<file path="config.mk">
export PLATFORM = sky130hd
export DESIGN_NAME = battery_charge_estimator_unit
export DESIGN_NICKNAME = d
export VERILOG_FILES = /design/src/hw/rtl/bce_pkg.sv /design/src/hw/rtl/battery_charge_estimator_unit.sv
export SDC_FILE = /design/constraint.sdc
export NUM_CORES = 2
export LEC_CHECK = 0
export ABC_CLOCK_PERIOD_IN_PS = 21300
export BUFFER_PORTS_ARGS = -buffer_cell sky130_fd_sc_hd__buf_2
export CAP_MARGIN = 20
export CORE_UTILIZATION = 55
export DETAILED_ROUTE_END_ITERATION = 10
export GPL_ROUTABILITY_DRIVEN = 1
export GPL_TIMING_DRIVEN = 0
export PLACE_DENSITY = 0.75
export SETUP_SLACK_MARGIN = 0.15
export SYNTH_ARGS = -nofsm -noshare
export SYNTH_HDL_FRONTEND = slang
export SYNTH_SLANG_ARGS = --single-unit
</file>
<file path="constraint.sdc">
create_clock -name i_clk -period 21.3 [get_ports i_clk]
set_input_delay 4.26 -clock i_clk [delete_from_list [all_inputs] [get_ports i_clk]]
set_output_delay 4.26 -clock i_clk [all_outputs]
set_load 0.05 [all_outputs]
</file>
<file path="src/hw/rtl/bce_pkg.sv">
// Shared types and constants for the battery charge estimator.
package bce_pkg;

    // Reference temperature for voltage compensation, tenths of a degree C
    localparam int TEMP_REF_DECI_C = 250;

    localparam logic [16:0] Q16_ONE     = 17'd65536;
    localparam logic [23:0] RUNTIME_MAX = 24'hFFFFFF;
    localparam int          UNIT_W      = 64;
    localparam logic [6:0]  DIV_STEPS   = 7'd64;

    // Configuration register indexes
    localparam logic [2:0] CFG_EMPTY_V   = 3'd0;
    localparam logic [2:0] CFG_FULL_V    = 3'd1;
    localparam logic [2:0] CFG_MARGIN_V  = 3'd2;
    localparam logic [2:0] CFG_SAFETY    = 3'd3;
    localparam logic [2:0] CFG_ALPHA     = 3'd4;
    localparam logic [2:0] CFG_RUN_MIN   = 3'd5;
    localparam logic [2:0] CFG_TEMP_COEF = 3'd6;
    localparam logic [2:0] CFG_INIT_V    = 3'd7;

    // Warning codes: WARN_OK, then the warnings from highest priority down
    localparam logic [2:0] WARN_OK          = 3'd0;
    localparam logic [2:0] WARN_NO_VSTATE   = 3'd1;
    localparam logic [2:0] WARN_NO_CAPACITY = 3'd2;
    localparam logic [2:0] WARN_CRIT_TEMP   = 3'd3;
    localparam logic [2:0] WARN_HIGH_TEMP   = 3'd4;
    localparam logic [2:0] WARN_CRIT_BATT   = 3'd5;
    localparam logic [2:0] WARN_LOW_BATT    = 3'd6;
    localparam logic [2:0] WARN_LOW_RUNTIME = 3'd7;

    typedef struct packed {
        logic [23:0]        dt_ms;
        logic               current_seen;
        logic signed [15:0] avg_current_ma;
        logic signed [11:0] temp_deci_c;
        logic [15:0]        capacity_mah;
        logic               voltage_state_seen;
        logic               voltage_present;
        logic               standstill;
        logic [15:0]        voltage_mv;
    } t_in_item;

    typedef struct packed {
        logic [15:0] abs_current_ma;
        logic [38:0] consumed_charge;
        logic [37:0] remaining_charge;
        logic [9:0]  remaining_permille;
        logic        runtime_valid;
        logic [23:0] runtime_deci_min;
        logic        voltage_estimate_valid;
        logic [37:0] voltage_charge_estimate;
        logic [2:0]  warning_code;
    } t_out_item;

    typedef enum logic [1:0] {
        OP_MUL,
        OP_DIV
    } t_op;

    typedef enum logic [4:0] {
        ST_IDLE,
        ST_PREP,
        ST_FULL,
        ST_USED,
        ST_VMUL,
        ST_VDIV,
        ST_VSAFE,
        ST_INIT,
        ST_ISAFE,
        ST_CC,
        ST_BL1,
        ST_BL2,
        ST_PERM,
        ST_PMUL,
        ST_PDIV,
        ST_RUN,
        ST_RMUL,
        ST_RDIV,
        ST_LMUL,
        ST_DONE
    } t_state;

endpackage

</file>
<file path="src/hw/rtl/battery_charge_estimator_unit.sv">
// Battery fuel gauge: coulomb counting with idle-voltage correction.
// Each result waits on the shared bit-serial multiply/divide unit, one bit per cycle.
// One tick at a time; the next is taken in the cycle after the result is queued.
// A tick without current data is absorbed with no result.
// Reset (synchronous, active low) restores register defaults and clears charge.
module battery_charge_estimator_unit (
    input  logic                 i_clk,
    input  logic                 i_rst_n,
    input  logic                 i_in_valid,
    output logic                 o_in_ready,
    input  bce_pkg::t_in_item    i_in_data,
    output logic                 o_out_valid,
    input  logic                 i_out_ready,
    output bce_pkg::t_out_item   o_out_data,
    input  logic                 i_cfg_valid,
    output logic                 o_cfg_ready,
    input  logic [2:0]           i_cfg_index,
    input  logic [16:0]          i_cfg_data
);
    import bce_pkg::*;

    // Configuration registers
    logic [15:0]        r_empty_v, r_full_v, r_margin_v;
    logic [16:0]        r_safety, r_alpha;
    logic [14:0]        r_run_min;
    logic signed [10:0] r_temp_coef;
    logic               r_init_v;

    // Sequencer and tick state
    t_state             r_state, n_state;
    t_in_item           r_in, n_in;
    logic [15:0]        r_cur, n_cur;
    logic [19:0]        r_vn, n_vn, r_vd, n_vd;
    logic               r_vmid, n_vmid, r_vfull, n_vfull, r_vest, n_vest;
    logic [37:0]        r_full, n_full, r_est, n_est, r_store, n_store;
    logic [37:0]        r_rem, n_rem;
    logic [38:0]        r_used, n_used;
    logic               r_init, n_init;
    logic [9:0]         r_permille, n_permille;
    logic               r_run_ok, n_run_ok, r_low_run, n_low_run;
    logic [23:0]        r_runtime, n_runtime;
    t_out_item          r_out, n_out;
    logic               r_out_valid, n_out_valid;

    // Shared multiply/divide unit
    logic [63:0]        r_acc, n_acc, r_mcand, n_mcand, r_mplier, n_mplier;
    logic [6:0]         r_cnt, n_cnt;
    logic               r_run, n_run;
    t_op                r_op, n_op;

    // Launch request from the sequencer
    logic               l_go, l_keep;
    t_op                l_op;
    logic [63:0]        l_a, l_b;
    logic [6:0]         l_n;

    // Helper values
    logic [16:0]        w_safety, w_alpha;
    logic [19:0]        w_vx10, w_mx10, w_ex10, w_fx10;
    logic signed [12:0] w_tdiff;
    logic signed [23:0] w_tc;
    logic signed [25:0] w_n, w_d;
    logic [63:0]        w_rem_sh;
    logic [38:0]        w_cc_raw;
    logic [37:0]        w_cc, w_blend;
    logic [41:0]        w_rem10;
    logic [40:0]        w_rem5;
    logic [2:0]         w_warn;

    assign o_in_ready  = (r_state == ST_IDLE);
    assign o_out_valid = r_out_valid;
    assign o_out_data  = r_out;
    assign o_cfg_ready = 1'b1;

    assign w_safety = (r_safety > Q16_ONE) ? Q16_ONE : r_safety;
    assign w_alpha  = (r_alpha > Q16_ONE) ? Q16_ONE : r_alpha;

    // Compensated voltage fraction, tenths of a millivolt
    assign w_vx10  = {1'b0, r_in.voltage_mv, 3'b0} + {3'b0, r_in.voltage_mv, 1'b0};
    assign w_mx10  = {1'b0, r_margin_v, 3'b0} + {3'b0, r_margin_v, 1'b0};
    assign w_ex10  = {1'b0, r_empty_v, 3'b0} + {3'b0, r_empty_v, 1'b0};
    assign w_fx10  = {1'b0, r_full_v, 3'b0} + {3'b0, r_full_v, 1'b0};
    assign w_tdiff = 13'(TEMP_REF_DECI_C) - {r_in.temp_deci_c[11], r_in.temp_deci_c};
    assign w_tc    = 24'(r_temp_coef) * 24'(w_tdiff);
    assign w_n     = $signed({6'b0, w_vx10}) + 26'(w_tc) - $signed({6'b0, w_mx10})
                   - $signed({6'b0, w_ex10});
    assign w_d     = $signed({6'b0, w_fx10}) - $signed({6'b0, w_ex10});

    // Coulomb count: subtract, floor at zero, cap at full
    assign w_cc_raw = ({1'b0, r_store} > r_used) ? ({1'b0, r_store} - r_used) : 39'd0;
    assign w_cc     = (w_cc_raw > {1'b0, r_full}) ? r_full : w_cc_raw[37:0];
    assign w_blend  = (r_acc[53:16] > r_full) ? r_full : r_acc[53:16];

    assign w_rem_sh = {r_acc[62:0], r_mplier[63]};
    assign w_rem10  = {1'b0, r_rem, 3'b0} + {3'b0, r_rem, 1'b0};
    assign w_rem5   = {1'b0, r_rem, 2'b0} + {3'b0, r_rem};

    // Prioritized warning
    always_comb begin
        if (!r_in.voltage_state_seen) begin
            w_warn = WARN_NO_VSTATE;
        end else if (r_in.capacity_mah == 16'd0) begin
            w_warn = WARN_NO_CAPACITY;
        end else if (r_in.temp_deci_c >= 12'sd600) begin
            w_warn = WARN_CRIT_TEMP;
        end else if (r_in.temp_deci_c >= 12'sd500) begin
            w_warn = WARN_HIGH_TEMP;
        end else if (w_rem10 <= {4'b0, r_full}) begin
            w_warn = WARN_CRIT_BATT;
        end else if (w_rem5 <= {3'b0, r_full}) begin
            w_warn = WARN_LOW_BATT;
        end else if (r_low_run) begin
            w_warn = WARN_LOW_RUNTIME;
        end else begin
            w_warn = WARN_OK;
        end
    end

    // Configuration writes
    always_ff @(posedge i_clk) begin
        if (!i_rst_n) begin
            r_empty_v   <= 16'd17200;
            r_full_v    <= 16'd20500;
            r_margin_v  <= 16'd200;
            r_safety    <= 17'd65536;
            r_alpha     <= 17'd52429;
            r_run_min   <= 15'd500;
            r_temp_coef <= 11'sd0;
            r_init_v    <= 1'b1;
        end else if (i_cfg_valid) begin
            case (i_cfg_index)
                CFG_EMPTY_V:   r_empty_v   <= i_cfg_data[15:0];
                CFG_FULL_V:    r_full_v    <= i_cfg_data[15:0];
                CFG_MARGIN_V:  r_margin_v  <= i_cfg_data[15:0];
                CFG_SAFETY:    r_safety    <= i_cfg_data;
                CFG_ALPHA:     r_alpha     <= i_cfg_data;
                CFG_RUN_MIN:   r_run_min   <= i_cfg_data[14:0];
                CFG_TEMP_COEF: r_temp_coef <= $signed(i_cfg_data[10:0]);
                CFG_INIT_V:    r_init_v    <= i_cfg_data[0];
                default: ;
            endcase
        end
    end

    // Control state
    always_ff @(posedge i_clk) begin
        if (!i_rst_n) begin
            r_state     <= ST_IDLE;
            r_run       <= 1'b0;
            r_out_valid <= 1'b0;
            r_init      <= 1'b0;
            r_store     <= 38'd0;
        end else begin
            r_state     <= n_state;
            r_run       <= n_run;
            r_out_valid <= n_out_valid;
            r_init      <= n_init;
            r_store     <= n_store;
        end
    end

    // Payload and datapath registers
    always_ff @(posedge i_clk) begin
        r_in       <= n_in;
        r_cur      <= n_cur;
        r_vn       <= n_vn;
        r_vd       <= n_vd;
        r_vmid     <= n_vmid;
        r_vfull    <= n_vfull;
        r_vest     <= n_vest;
        r_full     <= n_full;
        r_used     <= n_used;
        r_est      <= n_est;
        r_rem      <= n_rem;
        r_permille <= n_permille;
        r_run_ok   <= n_run_ok;
        r_low_run  <= n_low_run;
        r_runtime  <= n_runtime;
        r_out      <= n_out;
        r_acc      <= n_acc;
        r_mcand    <= n_mcand;
        r_mplier   <= n_mplier;
        r_cnt      <= n_cnt;
        r_op       <= n_op;
    end

    // Sequencer, at most one operation of the shared unit per state
    always_comb begin
        n_state     = r_state;
        n_in        = r_in;
        n_cur       = r_cur;
        n_vn        = r_vn;
        n_vd        = r_vd;
        n_vmid      = r_vmid;
        n_vfull     = r_vfull;
        n_vest      = r_vest;
        n_full      = r_full;
        n_used      = r_used;
        n_est       = r_est;
        n_store     = r_store;
        n_init      = r_init;
        n_rem       = r_rem;
        n_permille  = r_permille;
        n_run_ok    = r_run_ok;
        n_low_run   = r_low_run;
        n_runtime   = r_runtime;
        n_out       = r_out;
        n_out_valid = r_out_valid & ~i_out_ready;
        n_acc       = r_acc;
        n_mcand     = r_mcand;
        n_mplier    = r_mplier;
        n_cnt       = r_cnt;
        n_run       = r_run;
        n_op        = r_op;
        l_go        = 1'b0;
        l_keep      = 1'b0;
        l_op        = OP_MUL;
        l_a         = 64'd0;
        l_b         = 64'd0;
        l_n         = 7'd0;

        case (r_state)
            ST_IDLE: begin
                if (i_in_valid && i_in_data.current_seen) begin
                    n_in    = i_in_data;
                    n_state = ST_PREP;
                end
            end
            ST_PREP: begin
                n_cur   = r_in.avg_current_ma[15] ? 16'(-r_in.avg_current_ma)
                                                  : r_in.avg_current_ma;
                n_vn    = w_n[19:0];
                n_vd    = w_d[19:0];
                n_vmid  = (w_d > 26'sd0) && (w_n > 26'sd0) && (w_n < w_d);
                n_vfull = (w_d > 26'sd0) && (w_n >= w_d);
                n_vest  = r_in.voltage_present & r_in.standstill;
                l_go = 1'b1; l_a = 64'd3600000; l_b = 64'(r_in.capacity_mah); l_n = 7'd16;
                n_state = ST_FULL;
            end
            ST_FULL: begin
                if (!r_run) begin
                    n_full = r_acc[37:0];
                    l_go = 1'b1; l_a = 64'(r_in.dt_ms); l_b = 64'(r_cur); l_n = 7'd16;
                    n_state = ST_USED;
                end
            end
            ST_USED: begin
                if (!r_run) begin
                    n_used = r_acc[38:0];
                    if (!r_vest) begin
                        n_est   = 38'd0;
                        n_state = ST_INIT;
                    end else if (r_vmid) begin
                        l_go = 1'b1; l_a = 64'(r_full); l_b = 64'(r_vn); l_n = 7'd20;
                        n_state = ST_VMUL;
                    end else begin
                        l_go = 1'b1; l_a = r_vfull ? 64'(r_full) : 64'd0;
                        l_b = 64'(w_safety); l_n = 7'd17;
                        n_state = ST_VSAFE;
                    end
                end
            end
            ST_VMUL: begin
                if (!r_run) begin
                    l_go = 1'b1; l_op = OP_DIV; l_a = 64'(r_vd); l_b = r_acc;
                    l_n = DIV_STEPS;
                    n_state = ST_VDIV;
                end
            end
            ST_VDIV: begin
                if (!r_run) begin
                    l_go = 1'b1; l_a = 64'(r_mplier[37:0]); l_b = 64'(w_safety); l_n = 7'd17;
                    n_state = ST_VSAFE;
                end
            end
            ST_VSAFE: begin
                if (!r_run) begin
                    n_est   = r_acc[53:16];
                    n_state = ST_INIT;
                end
            end
            ST_INIT: begin
                if (r_init) begin
                    n_state = ST_CC;
                end else if (r_init_v && r_vest) begin
                    n_store = r_est;
                    n_init  = 1'b1;
                    n_state = ST_CC;
                end else begin
                    l_go = 1'b1; l_a = 64'(r_full); l_b = 64'(w_safety); l_n = 7'd17;
                    n_state = ST_ISAFE;
                end
            end
            ST_ISAFE: begin
                if (!r_run) begin
                    n_store = r_acc[53:16];
                    n_init  = 1'b1;
                    n_state = ST_CC;
                end
            end
            ST_CC: begin
                if (r_vest) begin
                    l_go = 1'b1; l_a = 64'(w_cc); l_b = 64'(w_alpha); l_n = 7'd17;
                    n_state = ST_BL1;
                end else begin
                    n_rem   = w_cc;
                    n_state = ST_PERM;
                end
            end
            ST_BL1: begin
                if (!r_run) begin
                    // accumulate the voltage share on top of the coulomb share
                    l_go = 1'b1; l_keep = 1'b1; l_a = 64'(r_est);
                    l_b = 64'(Q16_ONE - w_alpha); l_n = 7'd17;
                    n_state = ST_BL2;
                end
            end
            ST_BL2: begin
                if (!r_run) begin
                    n_rem   = w_blend;
                    n_state = ST_PERM;
                end
            end
            ST_PERM: begin
                if (r_full != 38'd0) begin
                    l_go = 1'b1; l_a = 64'(r_rem); l_b = 64'd1000; l_n = 7'd10;
                    n_state = ST_PMUL;
                end else begin
                    n_permille = 10'd0;
                    n_state    = ST_RUN;
                end
            end
            ST_PMUL: begin
                if (!r_run) begin
                    l_go = 1'b1; l_op = OP_DIV; l_a = 64'(r_full); l_b = r_acc;
                    l_n = DIV_STEPS;
                    n_state = ST_PDIV;
                end
            end
            ST_PDIV: begin
                if (!r_run) begin
                    n_permille = r_mplier[9:0];
                    n_state    = ST_RUN;
                end
            end
            ST_RUN: begin
                n_run_ok  = (r_cur >= {1'b0, r_run_min});
                n_low_run = 1'b0;
                if ((r_cur >= {1'b0, r_run_min}) && (r_cur != 16'd0)) begin
                    l_go = 1'b1; l_a = 64'd6000; l_b = 64'(r_cur); l_n = 7'd16;
                    n_state = ST_RMUL;
                end else begin
                    n_runtime = (r_cur >= {1'b0, r_run_min}) ? RUNTIME_MAX : 24'd0;
                    n_state   = ST_DONE;
                end
            end
            ST_RMUL: begin
                if (!r_run) begin
                    l_go = 1'b1; l_op = OP_DIV; l_a = r_acc; l_b = 64'(r_rem);
                    l_n = DIV_STEPS;
                    n_state = ST_RDIV;
                end
            end
            ST_RDIV: begin
                if (!r_run) begin
                    n_runtime = (r_mplier > 64'(RUNTIME_MAX)) ? RUNTIME_MAX : r_mplier[23:0];
                    l_go = 1'b1; l_a = 64'd600000; l_b = 64'(r_cur); l_n = 7'd16;
                    n_state = ST_LMUL;
                end
            end
            ST_LMUL: begin
                if (!r_run) begin
                    n_low_run = (64'(r_rem) <= r_acc);
                    n_state   = ST_DONE;
                end
            end
            ST_DONE: begin
                if (!r_out_valid || i_out_ready) begin
                    n_store = r_rem;
                    n_out.abs_current_ma          = r_cur;
                    n_out.consumed_charge         = r_used;
                    n_out.remaining_charge        = r_rem;
                    n_out.remaining_permille      = r_permille;
                    n_out.runtime_valid           = r_run_ok;
                    n_out.runtime_deci_min        = r_runtime;
                    n_out.voltage_estimate_valid  = r_vest;
                    n_out.voltage_charge_estimate = r_est;
                    n_out.warning_code            = w_warn;
                    n_out_valid = 1'b1;
                    n_state     = ST_IDLE;
                end
            end
            default: begin
                n_state = ST_IDLE;
            end
        endcase

        // Shared unit: shift-add multiply or restoring divide, one bit a cycle
        if (r_run) begin
            if (r_op == OP_DIV) begin
                if (w_rem_sh >= r_mcand) begin
                    n_acc    = w_rem_sh - r_mcand;
                    n_mplier = {r_mplier[62:0], 1'b1};
                end else begin
                    n_acc    = w_rem_sh;
                    n_mplier = {r_mplier[62:0], 1'b0};
                end
            end else begin
                if (r_mplier[0]) begin
                    n_acc = r_acc + r_mcand;
                end
                n_mcand  = {r_mcand[62:0], 1'b0};
                n_mplier = {1'b0, r_mplier[63:1]};
            end
            n_cnt = r_cnt - 7'd1;
            if (r_cnt == 7'd1) begin
                n_run = 1'b0;
            end
        end else if (l_go) begin
            n_op     = l_op;
            n_mcand  = l_a;
            n_mplier = l_b;
            n_cnt    = l_n;
            n_run    = 1'b1;
            if (!l_keep) begin
                n_acc = 64'd0;
            end
        end
    end

    // Checks
    a_idle_unit_quiet: assert property (@(posedge i_clk) disable iff (!i_rst_n)
        (r_state == ST_IDLE) |-> !r_run)
        else $error("arithmetic unit busy while idle");

    a_run_count: assert property (@(posedge i_clk) disable iff (!i_rst_n)
        r_run |-> (r_cnt != 7'd0))
        else $error("arithmetic unit running with zero step count");

    a_init_sticky: assert property (@(posedge i_clk) disable iff (!i_rst_n)
        !$fell(r_init))
        else $error("charge initialization flag cleared");

    a_permille_range: assert property (@(posedge i_clk) disable iff (!i_rst_n)
        r_out_valid |-> (r_out.remaining_permille <= 10'd1000))
        else $error("permille above 1000");

    a_runtime_gated: assert property (@(posedge i_clk) disable iff (!i_rst_n)
        (r_out_valid && !r_out.runtime_valid) |-> (r_out.runtime_deci_min == 24'd0))
        else $error("runtime reported below minimum current");

endmodule
</file>
== Yosys cells after proc, flatten, opt, wreduce, memory -nomap -nowiden ==
Cells that the tools add are included.

* Register bits after elaboration: 861
* Input port bits: 113
* Output and inout bits: 173
* Word-level logic and storage cells: 309

* Add/sub/neg operators: 17
* Multipliers: 1
* Order comparisons: 17
* Equality and inequality tests: 52
* Muxes and demuxes: 115
* Bitwise gates (word level): 5
* Reduce and logical (&&, ||, !) cells: 51

{| class="wikitable"
|+ Operators by type and width
! cell !! number
|-
| case mux 64 bit (13 select lines) || 1
|-
| 2-to-1 mux 64 bit || 12
|-
| case mux 64 bit (11 select lines) || 1
|-
| 2-to-1 mux 38 bit || 17
|-
| case mux 38 bit (2 select lines) || 2
|-
| case mux 38 bit (3 select lines) || 1
|-
| 2-to-1 mux 5 bit || 20
|-
| case mux 5 bit (20 select lines) || 1
|-
| 2-to-1 mux 24 bit || 4
|-
| 2-to-1 mux 17 bit || 5
|-
| adder 19 x 17 -> 20 bit || 4
|-
| adder 64 bit || 1
|-
| >= comparator 64 bit || 1
|-
| > comparator 64 x 24 -> 1 bit, second input constant || 1
|-
| <= comparator 38 x 64 -> 1 bit || 1
|-
| subtractor 64 bit || 1
|-
| case mux 7 bit (8 select lines) || 1
|-
| case mux 24 bit (2 select lines) || 1
|-
| inequality test 2 bit, second input constant || 22
|-
| adder 41 x 39 -> 42 bit || 1
|-
| <= comparator 42 x 38 -> 1 bit || 1
|-
| adder 40 x 38 -> 41 bit || 1
|-
| <= comparator 41 x 38 -> 1 bit || 1
|-
| == test 5 x 4 -> 1 bit, second input constant || 8
|-
| 66 further kinds || 149
|}

== Longest topological paths before layout ==
* Depth in word-level cells: 8
* Gate-level depth with buffers: 41
* Gate-level depth less buffers: 41

== Least setup slack after synthesis ==
No wires, ideal clock.

* Path type: input-to-reg
* Start: in i_out_ready
* End: reg r_out (netlist bit o_out_data[0]) (enable)
* Library setup time: 1.116 ns
* Data arrival time: 20.291 ns
* Data required time: 20.184 ns
* Setup slack: -0.106 ns
* Stages: 2
* Buffers on the path: 0
* Cell sequence: nor2b_1 -> nor4_1

* Word-level cells in the longest chain between the ends: 2

{| class="wikitable"
|+ RTL lines
! what !! line !! source
|-
| start, declared || battery_charge_estimator_unit.sv:13 || <nowiki>input logic i_out_ready,</nowiki>
|-
| logical OR 1 bit || battery_charge_estimator_unit.sv:378 || <nowiki>if (!r_out_valid || i_out_ready) begin</nowiki>
|-
| AND reduction 2 bit (no source line) || n/a ||
|-
| end signal, assigned || battery_charge_estimator_unit.sv:179 || <nowiki>r_out <= n_out;</nowiki>
|-
| end, declared || battery_charge_estimator_unit.sv:42 || <nowiki>t_out_item r_out, n_out;</nowiki>
|}

No other way between the ends.
A chain may end at the register's enable or synchronous reset.

== Worst setup path in the final report ==
* Start: reg r_empty_v[0]
* End: reg r_vmid, data pin

* Word-level cells in the longest chain between the ends: 5
* Elaborated cells between the ends (all ways): 8
* Those cells by class: add/sub: 3; order compare: 3; reduce/logical: 2

{| class="wikitable"
|+ RTL lines
! what !! line !! source
|-
| start, declared || battery_charge_estimator_unit.sv:23 || <nowiki>logic [15:0] r_empty_v, r_full_v, r_margin_v;</nowiki>
|-
| start signal, assigned || battery_charge_estimator_unit.sv:132 || <nowiki>CFG_EMPTY_V: r_empty_v <= i_cfg_data[15:0];</nowiki>
|-
| adder 19 x 17 -> 20 bit * || battery_charge_estimator_unit.sv:81 || <nowiki>assign w_ex10 = {1'b0, r_empty_v, 3'b0} + {3'b0, r_empty_v, 1'b0};</nowiki>
|-
| subtractor 26 x 21 -> 26 bit or subtractor 20 x 20 -> 21 bit (tied branches) || battery_charge_estimator_unit.sv:86, battery_charge_estimator_unit.sv:87 ||
|-
| > comparator 26 x 1 -> 1 bit or > comparator 21 x 1 -> 1 bit (tied branches) || battery_charge_estimator_unit.sv:234 || <nowiki>n_vmid = (w_d > 26'sd0) && (w_n > 26'sd0) && (w_n < w_d);</nowiki>
|-
| logical AND 1 bit || battery_charge_estimator_unit.sv:234 ||
|-
| logical AND 1 bit * || battery_charge_estimator_unit.sv:234 ||
|-
| end signal, assigned || battery_charge_estimator_unit.sv:168 || <nowiki>r_vmid <= n_vmid;</nowiki>
|-
| end, declared || battery_charge_estimator_unit.sv:34 || <nowiki>logic r_vmid, n_vmid, r_vfull, n_vfull, r_vest, n_vest;</nowiki>
|}

Mark *: on every way between the ends. The rest lies on a longest branch, timed or not.

==> impl_metrics.json <==
{
  "filler_cell_count": 9492,
  "synthArstFlopShare_pct": 0,
  "drv_slew": 0,
  "failed_checks": "DRC",
  "cts.reportedPaths.clkPinSlew_ps": 60,
  "initialDrtViolationCount": 8580,
  "post_route_cells_drive_above_1_share_pct": 7.88,
  "static-leakage-power_nw": 29.0,
  "ir_worst_vdd_mv": 0.101,
  "run_status": "complete, but fails checks",
  "yosys.area.top_type": "sky130_fd_sc_hd__edfxtp_1",
  "cpPeakStageDelay_ps": 540,
  "wire_length_of_the_first_global_routing_pass_mm": 366,
  "slew-limit-headroom_pct": 7.31,
  "timing_worst_slew_pin_value_ps": 1390,
  "antenna_found_initial": 23,
  "worstPathMaxFanout": 4,
  "dpl.hpwl_mm": 202,
  "placeableCoreArea_mm2": 0.113,
  "cp.required_ps": 21840,
  "io_buffer_count": 278,
  "p_total_w": 0.0105,
  "wire_per_inst_um": 30.1,
  "numClockSinks": 859,
  "rsz_0062_raised_after_global_routing": "false",
  "yosys.cell_types.count": 97,
  "ctsHtreeMaxLevel": 3,
  "critPathMostFrequentCell": "sky130_fd_sc_hd__fa_1",
  "syn_area_per_cell_um2": 9.65,
  "clock_tree.buffer_depth": 3,
  "drtAntennaViolNets": 0,
  "rows": 123,
  "first_global_vias": 54400,
  "cp_data_arrival_time_ps": 10530,
  "synth_seq_cells": 859,
  "dp.cells": 8342,
  "die_height_um": 340,
  "cts_tree": "yes",
  "route.detailed.vias_per_inst": 6.67,
  "gate_count_post_synth": 6521,
  "crit_path_category": "flop to flop",
  "achievable-frequency_ghz": 0.100,
  "layout_commonest_cell": "sky130_fd_sc_hd__edfxtp_1",
  "overflow": 0,
  "yosysWarnings": 0,
  "period_needed_ps": 9990,
  "design.final.nets": 7854,
  "critical-path-top-delay-family": "adder cells",
  "cpMaxStageDelayCell": "sky130_fd_sc_hd__fa_1",
  "setup_clock_skew_after_layout_ps": 47.9,
  "setup.worst_path.end_class": "flop",
  "global_route.usage.total_pct": 43.4,
  "vias": 57000,
  "cellPowerDensity_mw_per_mm2": 149,
  "hold_viol": 0,
  "gpl.final_weighted_congestion": 1.12,
  "drt_drc_violations_left": 1,
  "synth_nets": 7430,
  "grt_start_max_net_pins": 61,
  "most-common-layout-cells": "704 x sky130_fd_sc_hd__edfxtp_1, 690 x sky130_fd_sc_hd__nand2_1, 594 x sky130_fd_sc_hd__inv_1",
  "ys_seq_area_share_pct": 38.5,
  "finalSetupViolCount": 0,
  "portion_of_the_clock_cycle_consumed_by_the_worst_path_in_the_final_layout_pct": 46.9,
  "cts-resized-gates": 0,
  "boundaryPins": 286,
  "clkLatencyLatePin_ps": 750,
  "critical_path.n_buffers_inverters": 5,
  "ctsHoldBuffers": 0,
  "startpoint_type": "flop",
  "maxCapViolations": 0,
  "synth_area_mm2": 0.0629,
  "area_delta_synth_final_pct": 11.9,
  "synth_top_area_share_pct": 33.6,
  "dieWidth_um": 340,
  "ys.flop_type": "sky130_fd_sc_hd__edfxtp_1",
  "finalWirelength_mm": 257,
  "numCtsBuffers": 98,
  "tns_ps": 0,
  "initial_core_utilization_pct": 55.7,
  "drt_pass1_iterations": 11,
  "cts.root.buffer_cell": "sky130_fd_sc_hd__clkbuf_16",
  "synth_edf_count": 704,
  "postCtsSetupBuffers": 0,
  "finish.utilization_pct": 62.3,
  "hold_class": "flop to flop",
  "finish.cell_count_without_fillers": 8536,
  "dieArea_mm2": 0.116,
  "cells_taking_the_most_area_after_synthesis": "sky130_fd_sc_hd__edfxtp_1 34%, sky130_fd_sc_hd__ha_1 12%, sky130_fd_sc_hd__fa_1 6.7%"
}
-- per-layer routing --
layer	global-route usage [%]	share of wire, %	vias up
met2	65.5	43	3940
met1	55.6	37	27300
met5	0.490	0.062	-
met3	10.9	12	958
li1	-	-	24700
met4	27.8	7.8	14
-- report_power, final --
part           total, W  internal, W  switching [W]
logic           0.00555      0.00201        0.00354
registers       0.00314      0.00237       0.000764
clock network   0.00183      0.00106       0.000775
total            0.0105      0.00544        0.00508
-- worst reg2reg max path, delay by kind of cell (launching register included) --
family | cells | cell delay (ps)
AOI/OAI and AO/OA | 17 | 3600
xor gates and xnor gates | 1 | 180
adders and majority gates | 10 | 4540
buffers and inverters | 5 | 260
DFF | 1 | 380
and+or+nand+nor | 6 | 850
-- final timing paths --
path / from / to / slack (ps) / cells after the start
setup reg to reg: r_empty_v[0] / r_vmid / 11310 / 39
setup / recovery: r_empty_v[0] / r_vmid / 11310 / 39
hold / removal: r_permille[1] / o_out_data[68] / 400 / 0
hold reg to reg: r_permille[1] / o_out_data[68] / 400 / 0
-- per-stage QoR --
stage / cell area (um^2) / hold slack (ps) / setup slack [ps]
after floorplan: 62900 / 400 / 7120
after CTS: 70400 / 397 / 11350
after global routing: 70400 / 416 / 10880
after global placement: 66200 / 402 / 2560
final: 70400 / 404 / 11310
after detailed placement: 66900 / 405 / 11400
-- cell usage after synthesis, types with 24 or more instances --
cell / n
sky130_fd_sc_hd__nand2b_1: 66
sky130_fd_sc_hd__inv_1: 594
sky130_fd_sc_hd__o21ai_1: 34
sky130_fd_sc_hd__o21bai_1: 60
sky130_fd_sc_hd__a22oi_1: 81
sky130_fd_sc_hd__a21o_1: 171
sky130_fd_sc_hd__dfxtp_1: 155
sky130_fd_sc_hd__nor3_1: 67
sky130_fd_sc_hd__xor2_1: 101
sky130_fd_sc_hd__o32ai_1: 31
sky130_fd_sc_hd__a311oi_1: 46
sky130_fd_sc_hd__a31oi_1: 54
sky130_fd_sc_hd__nor4_1: 62
sky130_fd_sc_hd__o211ai_1: 49
sky130_fd_sc_hd__xnor2_1: 189
sky130_fd_sc_hd__fa_1: 211
sky130_fd_sc_hd__a221o_1: 24
sky130_fd_sc_hd__nand2_1: 691
sky130_fd_sc_hd__nor2_1: 398
sky130_fd_sc_hd__a221oi_1: 53
sky130_fd_sc_hd__a222oi_1: 74
sky130_fd_sc_hd__clkbuf_1: 251
sky130_fd_sc_hd__a211oi_1: 48
sky130_fd_sc_hd__mux2i_1: 58
sky130_fd_sc_hd__o21ai_0: 244
sky130_fd_sc_hd__edfxtp_1: 704
sky130_fd_sc_hd__nor2b_1: 69
sky130_fd_sc_hd__nand3_1: 131
sky130_fd_sc_hd__nand4_1: 102
sky130_fd_sc_hd__ha_1: 585
sky130_fd_sc_hd__and2_1: 133
sky130_fd_sc_hd__o21a_1: 53
sky130_fd_sc_hd__and3_1: 38
sky130_fd_sc_hd__o22ai_1: 55
sky130_fd_sc_hd__a21oi_1: 522
-- logic make-up after synthesis --
kind of cell	count (synthesis)	share of synthesized area, %
buffers and inverters	888	5.36
multiplexers	61	0.976
other	1	0.00596
XOR/XNOR	290	4.04
AND/OR/NAND/NOR	1844	13.8
adder cells (fa/ha/maj)	796	18.3
flip-flops	859	38.5
AO/OA/AOI/OAI	1782	19.0
-- cell type report --
| cell class | instances | area (um^2) | share of cell area [%] |
|---|---|---|---|
| multi-input cells | 4774 | 35400 | 50.3 |
| flip-flops and latches | 859 | 24200 | 34.4 |
| well taps | 1500 | 1880 | 2.66 |
| clock buffers | 132 | 2720 | 3.87 |
| inverters | 597 | 2240 | 3.18 |
| clock inverters | 52 | 756 | 1.07 |
| repair buffers | 324 | 2030 | 2.88 |
| diodes | 7 | 17.5 | 0.0249 |
| plain buffers | 291 | 1140 | 1.61 |
-- flip-flops by register name, indices dropped and copies added, names as in the netlist, 17 cells and up --
register / flops
r_safety: 17
r_mplier: 64
o_out_data: 170
r_in: 87
r_full: 38
r_used: 39
r_rem: 38
r_acc: 64
r_vn: 20
r_est: 38
r_mcand: 64
r_runtime: 24
r_alpha: 17
r_store: 38
r_vd: 19
Power figures use the tool's default switching activity.
